===== config.mk =====
export PLATFORM = sky130hd
export DESIGN_NAME = rsdc_csr
export DESIGN_NICKNAME = d
export VERILOG_FILES = /design/src/design/rsdc_pkg.sv /design/src/design/rsdc_csr.sv
export SDC_FILE = /design/constraint.sdc
export NUM_CORES = 1
export LEC_CHECK = 0
export BUFFER_PORTS_ARGS = -buffer_cell sky130_fd_sc_hd__clkbuf_2
export CAP_MARGIN = 20
export CORE_MARGIN = 5
export CORE_UTILIZATION = 38
export DETAILED_ROUTE_END_ITERATION = 7
export PLACE_DENSITY_LB_ADDON = 0.08
export SYNTH_ARGS = -nofsm -noshare
export SYNTH_HDL_FRONTEND = slang
export SYNTH_SLANG_ARGS = --single-unit

===== constraint.sdc =====
create_clock -name clock -period 2 [get_ports clock]
set_input_delay 0.6 -clock clock [delete_from_list [all_inputs] [get_ports clock]]
set_output_delay 0.6 -clock clock [all_outputs]
set_load 0.03 [all_outputs]

===== src/design/rsdc_pkg.sv =====
// rsdc_pkg: shared types, register codes, reset values and fixed-point helpers
// for the rss safe-distance check pipeline
// depends on nothing; used by every module of the block
package rsdc_pkg;

   localparam int FRAC_BITS = 16;
   localparam int VAL_W     = 31;
   localparam int IN_W      = 32;
   localparam int CSR_IDX_W = 8;

   localparam logic [VAL_W-1:0] SAT31 = '1;

   typedef logic [VAL_W-1:0] mag_type;

   // register index codes, in register-list order
   typedef enum logic [CSR_IDX_W-1:0] {
      REG_REACT_TIME         = 8'd0,
      REG_LON_ACCEL_MAX      = 8'd1,
      REG_LON_BRAKE_MIN_HREC = 8'd2,
      REG_LON_BRAKE_MAX_HREC = 8'd3,
      REG_LAT_ACCEL_MAX      = 8'd4,
      REG_LAT_BRAKE_MIN_HREC = 8'd5,
      REG_LAT_BRAKE_MAX_HREC = 8'd6,
      REG_LAT_MARGIN         = 8'd7
   } reg_idx_type;

   typedef struct packed {
      mag_type react_time;
      mag_type lon_accel_max;
      mag_type lon_brake_min_half_recip;
      mag_type lon_brake_max_half_recip;
      mag_type lat_accel_max;
      mag_type lat_brake_min_half_recip;
      mag_type lat_brake_max_half_recip;
      mag_type lat_margin;
   } cfg_type;

   localparam cfg_type CFG_RESET = '{
      react_time:               31'd32768,
      lon_accel_max:            31'd131072,
      lon_brake_min_half_recip: 31'd8192,
      lon_brake_max_half_recip: 31'd4096,
      lat_accel_max:            31'd13107,
      lat_brake_min_half_recip: 31'd40960,
      lat_brake_max_half_recip: 31'd40960,
      lat_margin:               31'd6554
   };

   // per-pair flags and gaps carried alongside the lanes
   typedef struct packed {
      logic              ego_lon_neg;
      logic              oth_lon_neg;
      logic              ego_lat_neg;
      logic              oth_lat_neg;
      logic              ego_behind;   // ego lon pos strictly below other
      logic              ego_lat_ge;   // ego lat pos at or above other
      logic [IN_W-1:0]   gap_lon;
      logic [IN_W-1:0]   gap_lat;
   } side_type;

   typedef struct packed {
      mag_type passive;
      mag_type active;
   } dist_type;

   typedef struct packed {
      logic    is_safe;
      mag_type safe_lon;
      mag_type safe_lat;
   } result_type;

   function automatic mag_type sat32(input logic [IN_W-1:0] x);
      return x[IN_W-1] ? SAT31 : x[VAL_W-1:0];
   endfunction

   function automatic mag_type add_sat(input mag_type a, input mag_type b);
      logic [IN_W-1:0] s;
      s = {1'b0, a} + {1'b0, b};
      return sat32(s);
   endfunction

   function automatic mag_type clamp_diff(input mag_type a, input mag_type b);
      return (a > b) ? mag_type'(a - b) : '0;
   endfunction

   function automatic mag_type mag_of(input logic signed [IN_W-1:0] v);
      logic [IN_W-1:0] u;
      u = v[IN_W-1] ? (~v + 32'd1) : v;
      return sat32(u);
   endfunction

   // q product, truncated and saturated
   function automatic mag_type mulq(input mag_type a, input mag_type b);
      logic [2*VAL_W-1:0] p;
      logic [2*VAL_W-1:0] s;
      p = (2*VAL_W)'(a) * (2*VAL_W)'(b);
      s = p >> FRAC_BITS;
      return (|s[2*VAL_W-1:VAL_W]) ? SAT31 : s[VAL_W-1:0];
   endfunction

   // average-speed travel: (v + v_resp) * t, one extra bit of shift
   function automatic mag_type mul_travel(input logic [IN_W-1:0] v, input mag_type t);
      logic [IN_W+VAL_W-1:0] p;
      logic [IN_W+VAL_W-1:0] s;
      p = (IN_W+VAL_W)'(v) * (IN_W+VAL_W)'(t);
      s = p >> (FRAC_BITS + 1);
      return (|s[IN_W+VAL_W-1:VAL_W]) ? SAT31 : s[VAL_W-1:0];
   endfunction

endpackage


===== src/design/rsdc_csr.sv =====
// rsdc_csr: configuration register file of the safe-distance check
// depends on rsdc_pkg (cfg_type, register codes, reset values)
module rsdc_csr (
   input  logic                          clock,
   input  logic                          reset,
   input  logic                          csr_valid,
   output logic                          csr_ready,
   input  logic [rsdc_pkg::CSR_IDX_W-1:0] csr_index,
   input  logic [rsdc_pkg::VAL_W-1:0]     csr_data,
   output rsdc_pkg::cfg_type             cfg
);

   rsdc_pkg::cfg_type cfg_ff;
   rsdc_pkg::cfg_type cfg_in;

   assign csr_ready = 1'b1;
   assign cfg       = cfg_ff;

   always_comb begin
      cfg_in = cfg_ff;
      if (csr_valid) begin
         unique case (rsdc_pkg::reg_idx_type'(csr_index))
            rsdc_pkg::REG_REACT_TIME:         cfg_in.react_time               = csr_data;
            rsdc_pkg::REG_LON_ACCEL_MAX:      cfg_in.lon_accel_max            = csr_data;
            rsdc_pkg::REG_LON_BRAKE_MIN_HREC: cfg_in.lon_brake_min_half_recip = csr_data;
            rsdc_pkg::REG_LON_BRAKE_MAX_HREC: cfg_in.lon_brake_max_half_recip = csr_data;
            rsdc_pkg::REG_LAT_ACCEL_MAX:      cfg_in.lat_accel_max            = csr_data;
            rsdc_pkg::REG_LAT_BRAKE_MIN_HREC: cfg_in.lat_brake_min_half_recip = csr_data;
            rsdc_pkg::REG_LAT_BRAKE_MAX_HREC: cfg_in.lat_brake_max_half_recip = csr_data;
            rsdc_pkg::REG_LAT_MARGIN:         cfg_in.lat_margin               = csr_data;
            default: ;   // unmapped index, write dropped
         endcase
      end
   end

   always_ff @(posedge clock) begin
      if (reset) begin
         cfg_ff <= rsdc_pkg::CFG_RESET;
      end else begin
         cfg_ff <= cfg_in;
      end
   end

endmodule


==> results of run 1 <==
[layout make-up]
type,count,area share (%)
repair buffers,334,15.80
multi-input cells,559,35.01
flip-flops and latches,248,39.16
clock buffers,41,6.297
diodes,2,0.03948
clock inverters,6,0.4343
well taps,330,3.257
[stage by stage]
stage	area [um^2]	instances
finish	12680	1520
global route	12680	1520
CTS	12670	1518
detailed placement	11820	1471
global placement	11820	1471
floorplan	9737	884
[routing by layer]
metal / track usage [%] / wire (um) / vias to the layer above / part of all wire (%)
met5: 0 / 13 / - / 0.047
met4: 3.889 / 510 / 2 / 1.8
met3: 5.319 / 2032 / 35 / 7.3
met2: 29.35 / 12480 / 198 / 45
met1: 25.79 / 12910 / 3323 / 46
li1: - / - / 3480 / -
[power groups by stage]
stage	Clock, W	Combinational (W)	Sequential [W]
2_1_floorplan	0	0.000238	0.00507
3_3_place_gp	0	0.000434	0.00506
3_5_place_dp	0	0.000432	0.00506
5_1_grt	0.00517	0.000462	0.00495
6_report	0.00479	0.000427	0.00495
4_1_cts	0.00493	0.000434	0.00495
[kinds of logic (layout without fill, tap and decap cells)]
| family | count (synthesis) | in the layout |
|---|---|---|
| buffers and inverters | 77 | 381 |
| other | 1 | 3 |
| AND/OR/NAND/NOR | 310 | 310 |
| multiplexers | 248 | 248 |
| flip-flops | 248 | 248 |
[tightest hold or removal path, stage by stage]
cell and delay [ns]:
clkbuf_2 0.09, nor2_1 0.04, mux2i_1 0.10
[worst paths after layout]
kind | slack [ns] | start | cells after the start | to
setup / recovery | 0.28 | cfg[85] | 1 | cfg[85]
hold / removal | 0.36 | csr_data[3] | 3 | cfg[3]
setup reg to reg | 1.35 | cfg[147] | 2 | cfg[147]
hold reg to reg | 0.47 | cfg[17] | 2 | cfg[17]
[cell usage after synthesis, drive strengths merged]
library cell | n | share of area [%]
and3 | 4 | 0.26
nor2 | 37 | 1.4
mux2i | 248 | 25
nor3b | 1 | 0.19
nand2b | 256 | 16
nor2b | 2 | 0.13
dfxtp | 248 | 51
conb | 1 | 0.039
nand3 | 6 | 0.75
nand4 | 2 | 0.26
clkbuf | 36 | 1.4
nor4 | 1 | 0.22
buf | 41 | 2.3
and3b | 1 | 0.090
==> qor.csv, run 1 <==
stage,metric,value,unit
floorplan,die width,170.1,um
synthesis,Compound-Gate Fraction of Synth Area,0,%
clock_network,setup bufs post-CTS,0,
setup_path,crit path DAT,1.12,ns
power,Internal,0.007982,W
layout,Reg area,4965,um^2
placed_design,IO Port Bufs,289,
layout,Layout area overhead,30.20,%
drt,routed len/inst,18.39,um
clock_network,hold-fix buffer count after cts,0,
power,VDD IR max,0.4652,mV
layout,number of flip-flops in the largest register,248,
power,combinational share of power,4.2,%
global_route,largest net degree at the start of global routing,35,
clock_network,"Reg clk slew, reported paths",0.06,ns
global_route,Total Routing Usage GR,18.68,%
drt,1st-pass router iterations,4,
drt,Routed Antenna Nets,0,
power,Power Total,0.01017,W
synthesis,syn avg cell area,11.01,um^2
drt,Via density,4.630,
sta,max-slew violations,0,
floorplan,Die H,170.1,um
synthesis,Simple-Gate Fraction of Synth Area,19.76,%
drt,initial DRC count,278,
clock_network,Max clock buf depth,3,
sta,final worst path period share,86.01,%
floorplan,initial cell density of the core,38.67,%
sta,worst hold slack,0.3622,ns
layout,fill count,2322,
floorplan,Core Rows,58,
power,power share of the clock group,47.1,%
setup_path,CP Launch Type,flip-flop,
setup_path,Setup CP Type,flip-flop to output port,
clock_network,CTS tree,yes,
power,switching share of total power,21.51,%
global_route,vias in the first global route,7063,
floorplan,Die ar.,28920,um^2
power,Static Leak,6.643,nW
sta,final hold violations,0,
power,sequential share of power,48.7,%
synthesis,XOR/XNOR share of the synthesized area,0,%
floorplan,Core ar.,25180,um^2
placed_design,detailed placer's ending HPWL,19.84,mm
placed_design,Final GP Congestion,0.7662,
drt,DRC errors left,0,
synthesis,"Distinct cells, synth",19,
setup_path,Crit. End Element,output port,
synthesis,Syn Nets,926,
synthesis,Mapped Area,9737,um^2
clock_network,H-tree Lvls,1,
sta,final setup vio count,0,
sta,Fmax achieved,581.4,MHz
clock_network,TritonCTS Buffers,27,
clock_network,worst skew pair latency,0.51,ns
synthesis,largest family of logic cells by synthesized area,multiplexers,
layout,final core occ,50.34,%
power,Net Sw Power,0.002187,W
sta,TNS Setup,0,ns
global_route,initial antenna violation count,3,
synthesis,Mapped Cells,884,
run_status,status,"complete, no violations",
floorplan,IO Count,291,
drt,Routed WL,27.96,mm
power,PD cells,802.2,nW/um^2
sta,RSZ-0062 raised after global routing,false,
clock_network,Num Clock Sinks,248,
setup_path,worst-path fanout max,2,
setup_path,WP buf/inv,1,
hold_path,Hold Path Class,input pin to flip-flop,
sta,fin crit period,1.720,ns
sta,final setup margin,0.2799,ns
global_route,GRT Residual Overflow,0,
placed_design,pre-CTS WS,0.09376,ns
clock_network,Root Driver,clkbuf_16,
setup_path,CP top delay family,flip-flops,
layout,fin nets,1212,
layout,"most common cell after layout, fill and taps aside",clkbuf_2,
layout,proportion of layout cells with a drive suffix above 1,32.32,%
setup_path,Worst Path Required,1.40,ns
run,Max-Cap Viols,0,
setup_path,chain of cells forming the critical path,clkbuf_2,
global_route,first-pass GRT wire length,42.99,mm
clock_network,cts repair resizes,0,
synthesis,Adder-Cell Fraction of Synth Area,0,%
setup_path,CP max-delay cell,dfxtp_1,
synthesis,sequential area share after synthesis,50.99,%
sta,clock skew,0,ns
synthesis,post-synthesis mux area share,25.49,%
synthesis,Synth warnings,0,
setup_path,CP peak stage delay,0.38,ns
layout,multi-input logic area,4438,um^2
drt,via count,7038,
layout,most frequent cells in the layout,"288 x clkbuf_2, 256 x nand2b_1, 248 x mux2i_1, 248 x dfxtp_1, 37 x nor2_1",
synthesis,Seq cells post-synth,248,
Power figures use the tool's default switching activity.
==> run 2, diff against run 1 <==
Settings changed: CORE_UTILIZATION 38 to 45.
==> run 2 against run 1 <==
  * Clock power increased by 1%
  * Wire length decreased by 5.0%
  * Critical path type unchanged
  * Via count about the same
  * Non-clock buffer count decreased by 1
  * Critical path depth unchanged
  * Hold slack got worse by 0.0074 ns
  * Total power increased by 0.48%
  * Highest routed layer unchanged
  * Clock skew unchanged
  * Clock-buffer cell count increased by 4
  * Core utilization increased by 9.3 points
  * Cell count decreased by 3.7%
  * Sequential cell count unchanged
==> qor.csv, run 2 (synthesis gave the netlist of run 1 again) <==
stage,metric,value,unit,change
run_status,status,"complete, no violations",,unchanged
clock_network,hold-fix buffer count after cts,0,,unchanged
floorplan,Die H,157.1,um,was 170.1 um
setup_path,CP Launch Type,flip-flop,,unchanged
setup_path,WP buf/inv,1,,unchanged
sta,fin crit period,1.713,ns,was 1.720 ns
layout,fin nets,1211,,was 1212
global_route,Total Routing Usage GR,20.82,%,was 18.68%
clock_network,worst skew pair latency,0.51,ns,about the same
floorplan,Core ar.,21150,um^2,was 25180 um^2
global_route,GRT Residual Overflow,0,,unchanged
clock_network,setup bufs post-CTS,0,,unchanged
setup_path,CP top delay family,flip-flops,,unchanged
layout,cell area after layout,12610,um^2,was 12680 um^2
sta,RSZ-0062 raised after global routing,false,,unchanged
clock_network,"Reg clk slew, reported paths",0.06,ns,about the same
setup_path,chain of cells forming the critical path,clkbuf_2,,unchanged
floorplan,IO Count,291,,unchanged
floorplan,initial cell density of the core,46.03,%,was 38.67%
clock_network,H-tree Lvls,1,,unchanged
power,Internal,0.008070,W,was 0.007982 W
drt,via count,7037,,was 7038
global_route,largest net degree at the start of global routing,32,,was 35
sta,final worst path period share,85.64,%,was 86.01%
hold_path,Hold Path Sink,cfg[11],,was cfg[3]
layout,"most common cell after layout, fill and taps aside",clkbuf_2,,unchanged
sta,TNS Setup,0,ns,unchanged
floorplan,Core Rows,53,,was 58
placed_design,pre-CTS WS,0.06822,ns,was 0.09376 ns
sta,final hold violations,0,,unchanged
layout,# diodes,0,,was 2
hold_path,Hold Path Class,input pin to flip-flop,,unchanged
power,sequential share of power,48.4,%,was 48.7%
clock_network,Root Driver,clkbuf_16,,unchanged
drt,Routed Antenna Nets,0,,unchanged
power,Net Sw Power,0.002148,W,was 0.002187 W
drt,initial DRC count,265,,was 278
setup_path,crit path DAT,1.11,ns,was 1.12 ns
hold_path,hold_sp,csr_data[11],,was csr_data[3]
run,Max-Cap Viols,0,,unchanged
drt,Routed WL,26.54,mm,was 27.96 mm
setup_path,CP peak stage delay,0.38,ns,about the same
layout,number of flip-flops in the largest register,248,,unchanged
layout,Layout area overhead,29.49,%,was 30.20%
setup_path,reg-to-reg endpoint,cfg[83],,was cfg[147]
clock_network,Num Clock Sinks,248,,unchanged
drt,routed len/inst,18.13,um,was 18.39 um
clock_network,CTS tree,yes,,unchanged
placed_design,Final GP Congestion,0.7589,,was 0.7662
drt,DRC errors left,0,,unchanged
setup_path,worst reg2reg setup slack,1.34,ns,was 1.35 ns
sta,final setup margin,0.2872,ns,was 0.2799 ns
floorplan,Die ar.,24680,um^2,was 28920 um^2
clock_network,TritonCTS Buffers,27,,unchanged
hold_path,Worst Hold Depth,3,,unchanged
layout,final core occ,59.60,%,was 50.34%
sta,clock skew,0,ns,unchanged
floorplan,die width,157.1,um,was 170.1 um
power,PD cells,810.4,nW/um^2,was 802.2 nW/um^2
placed_design,detailed placer's ending HPWL,18.95,mm,was 19.84 mm
power,Static Leak,6.645,nW,was 6.643 nW
setup_path,CP max-delay cell,dfxtp_1,,unchanged
sta,Fmax achieved,583.8,MHz,was 581.4 MHz
layout,most frequent cells in the layout,"288 x clkbuf_2, 256 x nand2b_1, 248 x mux2i_1, 248 x dfxtp_1, 37 x nor2_1",,unchanged
power,VDD IR max,0.5209,mV,was 0.4652 mV
clock_network,Max clock buf depth,3,,unchanged
setup_path,worst-path fanout max,2,,unchanged
power,Power Total,0.01022,W,was 0.01017 W
global_route,first-pass GRT wire length,40.89,mm,was 42.99 mm
setup_path,Crit. End Element,output port,,unchanged
drt,1st-pass router iterations,4,,unchanged
setup_path,Crit Reg-Reg Startpoint,cfg[83],,was cfg[147]
setup_path,reg2reg path depth,2,,unchanged
layout,proportion of layout cells with a drive suffix above 1,32.21,%,was 32.32%
placed_design,IO Port Bufs,289,,unchanged
clock_network,cts repair resizes,0,,unchanged
setup_path,Setup CP Type,flip-flop to output port,,unchanged
power,combinational share of power,4.1,%,was 4.2%
placed_design,area post-placement,11730,um^2,was 11820 um^2
global_route,initial antenna violation count,1,,was 3
global_route,vias in the first global route,7133,,was 7063
sta,final setup vio count,0,,unchanged
drt,Via density,4.807,,was 4.630
power,switching share of total power,21.02,%,was 21.51%
power,power share of the clock group,47.5,%,was 47.1%
setup_path,Worst Path Required,1.40,ns,about the same
sta,max-slew violations,0,,unchanged
[run 2: area by class of cell]
cell class / instances / area, um^2
clock inverters: 4 / 45.04
well taps: 275 / 344.1
multi-input cells: 559 / 4438
flip-flops and latches: 248 / 4965
repair buffers: 333 / 1983
clock buffers: 45 / 833.3
fillers: 1836 / 8546
[run 2: worst max-delay path by stage]
stage / end / cells past startpoint / slack (ns) / startpoint
floorplan: cfg[222] / 5 / 0.28 / csr_index[0]
global placement: cfg[196] / 5 / 0.09 / csr_index[3]
detailed placement: cfg[188] / 5 / 0.07 / csr_index[3]
CTS: cfg[83] / 1 / 0.27 / cfg[83]
global route: cfg[163] / 1 / 0.24 / cfg[163]
finish: cfg[83] / 1 / 0.29 / cfg[83]
[run 2: power by group through the flow]
stage                     combinational (W)  sequential (W)  clock, W
final                              0.000417         0.00495   0.00485
after global routing               0.000450         0.00495   0.00519
after CTS                          0.000421         0.00495   0.00496
after detailed placement           0.000419         0.00506         0
after global placement             0.000421         0.00506         0
after floorplan                    0.000238         0.00507         0
[run 2: stage by stage]
stage,instances,hold slack (ns)
5_1_grt,1464,0.3456
3_3_place_gp,1415,0.4580
3_5_place_dp,1415,0.4634
2_1_floorplan,884,0.5960
6_report,1464,0.3548
4_1_cts,1464,0.3300
[run 2: layer usage]
metal	track usage [%]	share of wire [%]	vias up
li1	-	-	3474
met1	27.79	45	3307
met2	33.34	44	213
met3	6.489	8.2	41
met4	4.793	2.3	2
met5	0	0.041	-
[run 2: worst min-delay path, delay by kind of cell]
| kind | cells | cell delay [ns] |
|---|---|---|
| multiplexers | 1 | 0.10 |
| buffers and inverters | 1 | 0.09 |
| AND/OR/NAND/NOR | 1 | 0.04 |
