===== src/design/rsdc_pkg.sv =====
// rsdc_pkg: shared types, register codes, reset values and fixed-point helpers
// for the rss safe-distance check pipeline
// depends on nothing; used by every module of the block
package rsdc_pkg;

   localparam int FRAC_BITS = 16;
   localparam int VAL_W     = 31;
   localparam int IN_W      = 32;
   localparam int CSR_IDX_W = 8;

   localparam logic [VAL_W-1:0] SAT31 = '1;

   typedef logic [VAL_W-1:0] mag_type;

   // register index codes, in register-list order
   typedef enum logic [CSR_IDX_W-1:0] {
      REG_REACT_TIME         = 8'd0,
      REG_LON_ACCEL_MAX      = 8'd1,
      REG_LON_BRAKE_MIN_HREC = 8'd2,
      REG_LON_BRAKE_MAX_HREC = 8'd3,
      REG_LAT_ACCEL_MAX      = 8'd4,
      REG_LAT_BRAKE_MIN_HREC = 8'd5,
      REG_LAT_BRAKE_MAX_HREC = 8'd6,
      REG_LAT_MARGIN         = 8'd7
   } reg_idx_type;

   typedef struct packed {
      mag_type react_time;
      mag_type lon_accel_max;
      mag_type lon_brake_min_half_recip;
      mag_type lon_brake_max_half_recip;
      mag_type lat_accel_max;
      mag_type lat_brake_min_half_recip;
      mag_type lat_brake_max_half_recip;
      mag_type lat_margin;
   } cfg_type;

   localparam cfg_type CFG_RESET = '{
      react_time:               31'd32768,
      lon_accel_max:            31'd131072,
      lon_brake_min_half_recip: 31'd8192,
      lon_brake_max_half_recip: 31'd4096,
      lat_accel_max:            31'd13107,
      lat_brake_min_half_recip: 31'd40960,
      lat_brake_max_half_recip: 31'd40960,
      lat_margin:               31'd6554
   };

   // per-pair flags and gaps carried alongside the lanes
   typedef struct packed {
      logic              ego_lon_neg;
      logic              oth_lon_neg;
      logic              ego_lat_neg;
      logic              oth_lat_neg;
      logic              ego_behind;   // ego lon pos strictly below other
      logic              ego_lat_ge;   // ego lat pos at or above other
      logic [IN_W-1:0]   gap_lon;
      logic [IN_W-1:0]   gap_lat;
   } side_type;

   typedef struct packed {
      mag_type passive;
      mag_type active;
   } dist_type;

   typedef struct packed {
      logic    is_safe;
      mag_type safe_lon;
      mag_type safe_lat;
   } result_type;

   function automatic mag_type sat32(input logic [IN_W-1:0] x);
      return x[IN_W-1] ? SAT31 : x[VAL_W-1:0];
   endfunction

   function automatic mag_type add_sat(input mag_type a, input mag_type b);
      logic [IN_W-1:0] s;
      s = {1'b0, a} + {1'b0, b};
      return sat32(s);
   endfunction

   function automatic mag_type clamp_diff(input mag_type a, input mag_type b);
      return (a > b) ? mag_type'(a - b) : '0;
   endfunction

   function automatic mag_type mag_of(input logic signed [IN_W-1:0] v);
      logic [IN_W-1:0] u;
      u = v[IN_W-1] ? (~v + 32'd1) : v;
      return sat32(u);
   endfunction

   // q product, truncated and saturated
   function automatic mag_type mulq(input mag_type a, input mag_type b);
      logic [2*VAL_W-1:0] p;
      logic [2*VAL_W-1:0] s;
      p = (2*VAL_W)'(a) * (2*VAL_W)'(b);
      s = p >> FRAC_BITS;
      return (|s[2*VAL_W-1:VAL_W]) ? SAT31 : s[VAL_W-1:0];
   endfunction

   // average-speed travel: (v + v_resp) * t, one extra bit of shift
   function automatic mag_type mul_travel(input logic [IN_W-1:0] v, input mag_type t);
      logic [IN_W+VAL_W-1:0] p;
      logic [IN_W+VAL_W-1:0] s;
      p = (IN_W+VAL_W)'(v) * (IN_W+VAL_W)'(t);
      s = p >> (FRAC_BITS + 1);
      return (|s[IN_W+VAL_W-1:VAL_W]) ? SAT31 : s[VAL_W-1:0];
   endfunction

endpackage


===== src/design/rsdc_decide.sv =====
// rsdc_decide: case selection of safe distances, margin and gap compare,
// stages 6 and 7; depends on rsdc_pkg (side_type, dist_type, result_type)
module rsdc_decide (
   input  logic                  clock,
   input  logic [1:0]            stage_en,     // bit 0 loads stage 6
   input  rsdc_pkg::side_type    side,
   input  rsdc_pkg::dist_type    ego_lon,
   input  rsdc_pkg::dist_type    oth_lon,
   input  rsdc_pkg::dist_type    ego_lat,
   input  rsdc_pkg::dist_type    oth_lat,
   input  rsdc_pkg::mag_type     lat_margin,
   output rsdc_pkg::result_type  result
);

   rsdc_pkg::mag_type         slon_ff, slon_in;
   rsdc_pkg::mag_type         slat_pre_ff, slat_pre_in;
   logic [rsdc_pkg::IN_W-1:0] gap_lon_ff, gap_lat_ff;
   rsdc_pkg::result_type      result_ff, result_in;
   rsdc_pkg::mag_type         slat;

   always_comb begin
      slon_in = '0;
      if (side.ego_behind) begin
         if (!side.ego_lon_neg) begin
            slon_in = side.oth_lon_neg
                    ? rsdc_pkg::add_sat(ego_lon.passive, oth_lon.passive)
                    : rsdc_pkg::clamp_diff(ego_lon.passive, oth_lon.active);
         end
      end else if (!side.ego_lon_neg && !side.oth_lon_neg) begin
         slon_in = rsdc_pkg::clamp_diff(oth_lon.passive, ego_lon.active);
      end

      case ({side.ego_lat_ge, side.ego_lat_neg, side.oth_lat_neg})
         3'b100:  slat_pre_in = rsdc_pkg::clamp_diff(oth_lat.passive, ego_lat.active);
         3'b111:  slat_pre_in = rsdc_pkg::clamp_diff(ego_lat.passive, oth_lat.active);
         3'b110:  slat_pre_in = rsdc_pkg::add_sat(ego_lat.passive, oth_lat.passive);
         3'b000:  slat_pre_in = rsdc_pkg::clamp_diff(ego_lat.passive, oth_lat.active);
         3'b001:  slat_pre_in = rsdc_pkg::add_sat(ego_lat.passive, oth_lat.passive);
         3'b011:  slat_pre_in = rsdc_pkg::clamp_diff(oth_lat.passive, ego_lat.active);
         default: slat_pre_in = '0;   // moving apart laterally
      endcase
   end

   always_comb begin
      slat               = rsdc_pkg::add_sat(slat_pre_ff, lat_margin);
      result_in.safe_lon = slon_ff;
      result_in.safe_lat = slat;
      result_in.is_safe  = !((gap_lon_ff < {1'b0, slon_ff}) && (gap_lat_ff < {1'b0, slat}));
   end

   always_ff @(posedge clock) begin
      if (stage_en[0]) begin
         slon_ff     <= slon_in;
         slat_pre_ff <= slat_pre_in;
         gap_lon_ff  <= side.gap_lon;
         gap_lat_ff  <= side.gap_lat;
      end
      if (stage_en[1]) begin
         result_ff <= result_in;
      end
   end

   assign result = result_ff;

endmodule


===== config.mk =====
export PLATFORM = sky130hd
export DESIGN_NAME = rsdc_decide
export DESIGN_NICKNAME = d
export VERILOG_FILES = /design/src/design/rsdc_pkg.sv /design/src/design/rsdc_decide.sv
export SDC_FILE = /design/constraint.sdc
export NUM_CORES = 1
export LEC_CHECK = 0
export ABC_AREA = 1
export BUFFER_PORTS_ARGS = -buffer_cell sky130_fd_sc_hd__buf_4
export CAP_MARGIN = 20
export CORE_AREA = 2 2 201 203
export DETAILED_ROUTE_END_ITERATION = 8
export DIE_AREA = 0 0 203 205
export PLACE_DENSITY_LB_ADDON = 0.12
export SLEW_MARGIN = 20
export SYNTH_ARGS = -nofsm -noshare
export SYNTH_HDL_FRONTEND = slang
export SYNTH_SLANG_ARGS = --single-unit

===== constraint.sdc =====
create_clock -name clock -period 7.86 [get_ports clock]
set_input_delay 1.572 -clock clock [delete_from_list [all_inputs] [get_ports clock]]
set_output_delay 1.572 -clock clock [all_outputs]
set_load 0.005 [all_outputs]

==> results.sh, run 1 <==
export IMPL_status="completed"
export IMPL_powerDensity_nw_per_um2=161
export IMPL_htreeDepth=4
export IMPL_cpPeakStageDelay_ps=480
export IMPL_synthToLayoutAreaGrowth_pct=19.9
export IMPL_worst_r2r_setup_slack_ps=3890
export IMPL_post_route_cell_area_um2=25700
export IMPL_hold_path_depth=0
export IMPL_synth_seq_cells=189
export IMPL_postCtsSetupRepairBufs=0
export IMPL_synth_edf_count=189
export IMPL_grt_pass1_wl_mm=115
export IMPL_grt_overflow=0
export IMPL_core_um2=39400
export IMPL_finalHoldViolCount=0
export IMPL_syn_nets=3657
export IMPL_yosys_warnings=0
export IMPL_ctsResizeCount=0
export IMPL_drive_above_1_share_pct=15.1
export IMPL_num_rows=73
export IMPL_dr_pass1_iters=6
export IMPL_setup_slack_ps=3020
export IMPL_drv_slew=0
export IMPL_clk_path_buf_depth=2
export IMPL_rsz0062_at_grt="no"
export IMPL_syn_inst=3021
export IMPL_placed_area_um2=25100
export IMPL_port_buffers=414
export IMPL_cp_arrival_ps=5040
export IMPL_max_slew_worst_pin_slew_ps=986
export IMPL_nets=4069
export IMPL_worstHoldStart="slon_ff[16]$_DFFE_PP_"
export IMPL_cts_tree="yes"
export IMPL_p_leak_nw=12.8
export IMPL_ir_drop_mv=0.151
export IMPL_pre_cts_ws_ps=2570
export IMPL_routed_wirelength_mm=76.6
export IMPL_synth_area_um2=21400
export IMPL_fin_crit_ps=4840
export IMPL_via_count=22700
export IMPL_drc_errors=0
export IMPL_critPathSlowestCell="inv_1"
export IMPL_start_util_pct=54.5
export IMPL_final_util_pct=65.3
export IMPL_insertion_delay_ps=450
export IMPL_finalCritPeriodShare_pct=61.6
export IMPL_antenna_found_initial=1
export IMPL_die_y_um=205
export IMPL_hold_path_end="result[47]$_DFFE_PP_"
export IMPL_grt_start_max_net_pins=76
export IMPL_place_hpwl_mm=65.6
export IMPL_cts_hold_buf=0
export IMPL_rr_worst_depth=21
export IMPL_syn_avg_cell_area_um2=7.10
export IMPL_grt_pass1_vias=21200
export IMPL_synth_cell_type_count=58
export IMPL_crit_chain="buf_4 -> ha_1 -> nand2_1 -> inv_1 -> a21oi_1 -> nand2_1 -> nand2_1 -> nand2_1 -> nand2_1 -> nand2_2 -> inv_1 -> o21ai_0 -> nor2_1 -> ha_1 -> a21oi_1 -> nor2_1 -> a211oi_1 -> o221ai_1 -> nand2_1 -> nand3_1 -> a21oi_1 -> nand2_1"
export IMPL_die_x_um=203
export IMPL_drtAntennaViolNets=0
export IMPL_dieArea_um2=41600
export IMPL_critical_path_class="primary input to flop"
export IMPL_diodes=0
export IMPL_path_max_fanout=21
export IMPL_place_congestion=1.05
export IMPL_start_kind="primary input"
export IMPL_setup_tns_ps=0
export IMPL_dr_first_iter_drc_count=2248
export IMPL_io_pins=415
export IMPL_r2r_end="result[62]$_DFFE_PP_"
export IMPL_synthArstFlopShare_pct=0
export IMPL_worstPathRequired_ps=8060
export IMPL_cp_common_cell="nand2_1"
export IMPL_vias_per_cell=5.73
export IMPL_setup_violations_final=0
export IMPL_numCtsBuffers=17
export IMPL_hp_class="flop to flop"
export IMPL_maxCapViolCount=0
export IMPL_ys_flop_type="edfxtp_1"
export IMPL_cts_root_buf="clkbuf_16"
export IMPL_cts_sinks=189
export IMPL_r2r_start="slat_pre_ff[5]$_DFFE_PP_"
export IMPL_nFillCells=3484
export IMPL_detail_route_wl_per_cell_um=19.3
export IMPL_clkTransAtPathRegs_ps=70
export IMPL_power_total_mw=4.13
export IMPL_yosysSeqAreaShare_pct=26.5
export IMPL_relSlewSlack_pct=34.3
export IMPL_max_freq_ghz=0.207
export IMPL_cp_end_kind="flop"
export IMPL_track_usage_pct=36.1
export IMPL_finClkSkew_ps=11.3
==> layout by cell type (no fill, tap or decap), drive strengths merged, types with 2 or more instances in the layout <==
cell type / Yosys / layout
and2: 2 / 2
nand2: 687 / 687
inv: 469 / 475
fa: 7 / 7
a31oi: 23 / 23
o21a: 15 / 15
nand3: 180 / 180
nand4: 42 / 42
or2: 29 / 29
a21oi: 275 / 275
nor2: 299 / 299
a221oi: 8 / 8
nor4: 8 / 8
nor3b: 2 / 2
nand3b: 12 / 12
xor2: 89 / 89
clkbuf: 7 / 17
o21ai: 192 / 192
edfxtp: 189 / 189
o211ai: 9 / 9
o31ai: 3 / 3
clkinv: 0 / 7
ha: 277 / 277
a211oi: 9 / 9
a21boi: 12 / 12
o21bai: 24 / 24
bufinv: 0 / 2
xnor2: 40 / 40
a21o: 41 / 41
buf: 18 / 418
o2111ai: 3 / 3
o221ai: 5 / 5
o311ai: 4 / 4
a31o: 2 / 2
nor3: 33 / 33
==> synthesized netlist by cell type (4+ instances only) <==
| master | number | area share (%) |
|---|---|---|
| a21boi_0 | 7 | 0.25 |
| a21oi_2 | 11 | 0.45 |
| fa_1 | 7 | 0.65 |
| buf_2 | 9 | 0.21 |
| o21ai_2 | 8 | 0.33 |
| xor2_1 | 89 | 3.6 |
| ha_1 | 277 | 16 |
| o211ai_1 | 9 | 0.32 |
| clkbuf_1 | 7 | 0.12 |
| nand3_2 | 4 | 0.19 |
| inv_1 | 468 | 8.2 |
| a21boi_2 | 4 | 0.21 |
| a221oi_1 | 8 | 0.33 |
| xnor2_1 | 40 | 1.6 |
| o21ai_0 | 168 | 3.9 |
| a21oi_1 | 264 | 6.2 |
| edfxtp_1 | 189 | 26 |
| nor4_1 | 7 | 0.20 |
| o311ai_0 | 4 | 0.16 |
| buf_6 | 5 | 0.26 |
| nand3_1 | 175 | 4.1 |
| o21a_1 | 14 | 0.49 |
| o221ai_1 | 5 | 0.20 |
| nor2_1 | 298 | 5.2 |
| nand4_1 | 41 | 1.2 |
| o21bai_1 | 24 | 0.84 |
| nand2_1 | 683 | 12 |
| nand3b_1 | 12 | 0.42 |
| a21o_1 | 39 | 1.4 |
| a31oi_1 | 23 | 0.67 |
| nand2_2 | 4 | 0.12 |
| a211oi_1 | 9 | 0.32 |
| nor3_1 | 33 | 0.77 |
| or2_2 | 28 | 0.82 |
| o21ai_1 | 16 | 0.37 |
==> layer usage <==
metal | global-route usage (%) | wire, um | vias up
met1 | 51.4 | 32600 | 10300
met3 | 6.57 | 9110 | 137
li1 | - | - | 11000
met5 | 0 | 9 | -
met4 | 11.4 | 2360 | 2
met2 | 55.3 | 32500 | 1253
==> sequential cells by signal, summed over array words and instances (netlist names) <==
register and count:
gap_lat_ff 32, gap_lon_ff 32, result 63, slat_pre_ff 31, slon_ff 31
==> report_power, final <==
group          leakage [nW]  switching [mW]  internal, mW
Combinational          10.7            1.19         0.733
Sequential             1.82          0.0510          1.26
Clock                 0.306           0.411         0.486
Total                  12.8            1.65          2.48
==> how the worst max path moves through the flow <==
stage / slack, ps / from / to / depth (start not counted)
3_5_place_dp: 2570 / lat_margin[6] / result[62]$_DFFE_PP_ / 22
2_1_floorplan: 3560 / lat_margin[6] / result[62]$_DFFE_PP_ / 22
5_1_grt: 2640 / lat_margin[6] / result[62]$_DFFE_PP_ / 22
4_1_cts: 3070 / lat_margin[6] / result[62]$_DFFE_PP_ / 22
3_3_place_gp: 2690 / lat_margin[6] / result[62]$_DFFE_PP_ / 22
6_report: 3020 / lat_margin[6] / result[62]$_DFFE_PP_ / 22
==> cell type report <==
| class | count | area (um2) | share of cell area (%) |
|---|---|---|---|
| Inverter | 469 | 1760 | 6.86 |
| Multi-Input combinational cell | 2338 | 13800 | 53.9 |
| Clock inverter | 15 | 200 | 0.779 |
| Clock buffer | 17 | 425 | 1.65 |
| Tap cell | 525 | 657 | 2.56 |
| Timing Repair Buffer | 418 | 3140 | 12.2 |
| Sequential cell | 189 | 5680 | 22.1 |
==> metrics by stage <==
step | instances | hold WS (ps)
floorplan | 3021 | 420
global placement | 3939 | 431
detailed placement | 3939 | 434
CTS | 3971 | 452
global route | 3971 | 463
finish | 3971 | 450
==> worst max-delay path, delay by kind of cell <==
| kind | cells | cell delay, ps |
|---|---|---|
| AOI/OAI and AO/OA | 6 | 1050 |
| adders and majority gates | 2 | 620 |
| and+or+nand+nor | 11 | 1150 |
| buffers and inverters | 3 | 650 |
==> kinds of logic after synthesis <==
kind of cell,count (synthesis),share of synthesized area (%)
and+or+nand+nor,1295,25.4
AOI/OAI and AO/OA,630,17.1
buffers and inverters,494,8.94
adders and majority gates,284,16.8
DFF,189,26.5
xor gates and xnor gates,129,5.27
Power figures use the tool's default switching activity.
==> run 2, diff against run 1 <==
Clock period 7.86 ns to 4.65 ns, I/O delays scaled along.
==> run 2 against run 1 <==
Worst setup slack worse by 2300 ps. Register-to-register slack lost 3000 ps. Global-route usage grew 0.15 points. Final cell count barely moved. Clock skew shrank 2.1 ps. Via count barely moved. Critical path type unchanged. Count of clock-buffer cells in the layout up 1. Hold slack improved by 1.3 ps. Critical endpoint unchanged. First-iteration DRC count down 2.4%. Critical path depth down 1. Sequential cell count stayed put. Highest routed layer is now met4.
==> results.sh, run 2 (synthesis results as in run 1) <==
export IMPL_relSlewSlack_pct=37.4
export IMPL_use_met3_pct=5.42
export IMPL_grt_met1_usage_pct=51.1
export IMPL_clkTransAtPathRegs_ps=80
export IMPL_cts_sinks=189
export IMPL_largest_reg_flops=63
export IMPL_cp_arrival_ps=4150
export IMPL_drtAntennaViolNets=0
export IMPL_power_frac_comb_pct=46.9
export IMPL_place_congestion=1.02
export IMPL_die_y_um=205
export IMPL_dr_pass1_iters=7
export IMPL_nFillCells=3419
export IMPL_nets=4071
export IMPL_path_max_fanout=12
export IMPL_dp_cells=3941
export IMPL_max_slew_worst_pin_slew_ps=939
export IMPL_p_int_mw=4.15
export IMPL_insertion_delay_ps=440
export IMPL_dieArea_um2=41600
export IMPL_start_util_pct=54.5
export IMPL_htreeDepth=4
export IMPL_drc_errors=0
export IMPL_finalHoldViolCount=0
export IMPL_postCtsSetupRepairBufs=0
export IMPL_status="completed"
export IMPL_hold_worst_slack_ps=451
export IMPL_p_leak_nw=12.8
export IMPL_detail_route_wl_per_cell_um=19.4
export IMPL_regArea_um2=5680
export IMPL_num_rows=73
export IMPL_rsz0062_at_grt="no"
export IMPL_setup_slack_ps=699
export IMPL_drive_above_1_share_pct=15.1
export IMPL_stdcell_count=3973
export IMPL_via_count=22700
export IMPL_finalCritPeriodShare_pct=85.0
export IMPL_switching_share_pct=40.3
export IMPL_core_um2=39400
export IMPL_port_buffers=414
export IMPL_setup_violations_final=0
export IMPL_grt_pass1_vias=21700
export IMPL_numCtsBuffers=17
export IMPL_cts_hold_buf=0
export IMPL_cts_root_buf="clkbuf_16"
export IMPL_drv_slew=0
export IMPL_grt_util_met2_pct=57.2
export IMPL_multi_input_area_um2=13800
export IMPL_vias_per_cell=5.72
export IMPL_die_x_um=203
export IMPL_start_kind="primary input"
export IMPL_place_hpwl_mm=65.0
export IMPL_fin_crit_ps=3950
export IMPL_grt_overflow=0
export IMPL_ctsResizeCount=0
export IMPL_critical_path_class="primary input to flop"
export IMPL_hp_class="flop to flop"
export IMPL_setup_tns_ps=0
export IMPL_pre_cts_ws_ps=366
export IMPL_power_frac_clock_pct=21.1
export IMPL_ir_drop_mv=0.250
export IMPL_clk_path_buf_depth=2
export IMPL_final_cell_mix="nand2_1, inv_1, buf_4"
export IMPL_diodes=0
export IMPL_dr_first_iter_drc_count=2195
export IMPL_synthToLayoutAreaGrowth_pct=19.9
export IMPL_cp_end_kind="flop"
export IMPL_worstPathRequired_ps=4850
export IMPL_mostFrequentLayoutCell="nand2_1"
export IMPL_io_pins=415
export IMPL_powerDensity_nw_per_um2=270
export IMPL_final_util_pct=65.3
export IMPL_track_usage_pct=36.2
export IMPL_gr_max_usage_layer="met2"
export IMPL_p_sw_mw=2.80
export IMPL_antenna_found_initial=0
export IMPL_routed_wirelength_mm=77.2
export IMPL_grt_pass1_wl_mm=116
export IMPL_max_freq_ghz=0.253
export IMPL_seqPwrFrac_pct=32.0
export IMPL_grt_start_max_net_pins=111
export IMPL_maxCapViolCount=0
export IMPL_finClkSkew_ps=9.19
export IMPL_cts_tree="yes"
[run 2: cell count changes in the layout (fill, tap and decap cells not counted), sizes merged]
cell / change
bufinv: -1
clkbuf: +1
inv: +2
clkinvlp: +1
buf: +2
clkinv: -3
[run 2: critical path, stage by stage]
cell and delay, ps:
buf_4 110, ha_1 360, nand2_1 110, inv_1 50
a21oi_1 130, nand2_1 120, nand2_1 80, nand2_1 130
nand2_1 130, nand2_2 60, inv_1 260, buf_4 250
o21ai_0 100, nor2_1 200, ha_1 310, a21oi_1 220
o221ai_1 210, nand2_1 120, nand3_1 80, a21oi_1 120
nand2_1 60
[run 2: final timing paths]
kind	startpoint	to	slack (ps)	cells after the start
min	slon_ff[30]$_DFFE_PP_	result[61]$_DFFE_PP_	450	0
max	lat_margin[6]	result[62]$_DFFE_PP_	700	21
max reg2reg	slat_pre_ff[6]$_DFFE_PP_	result[62]$_DFFE_PP_	930	21
min reg2reg	slon_ff[30]$_DFFE_PP_	result[61]$_DFFE_PP_	450	0
[run 2: area by class of cell]
class	count	share of cell area [%]
sequential	189	22.1
tap	525	2.56
inverter	469	6.86
multi-input combinational	2338	53.9
clock buffer	18	1.67
timing repair buffer	420	12.3
clock inverter	14	0.662
[run 2: metrics by stage]
stage                     area [um2]  total power [mW]
after global routing           25700              7.37
final                          25700              6.95
after global placement         25100              5.31
after CTS                      25700              6.90
after detailed placement       25100              5.40
after floorplan                21400              4.24
[run 2: power groups by stage]
stage / clock (mW) / sequential (mW) / combinational [mW]
detailed placement: 0 / 2.25 / 3.14
global placement: 0 / 2.25 / 3.06
floorplan: 0 / 2.22 / 2.02
CTS: 1.49 / 2.22 / 3.18
global route: 1.55 / 2.24 / 3.59
finish: 1.47 / 2.22 / 3.26
[run 2: routing by layer]
metal	vias to the layer above	routed length [um]	share of wire [%]
met1	10300	32700	42
met5	-	0	0
met2	1310	33400	43
li1	11000	-	-
met4	0	2390	3.1
met3	141	8760	11
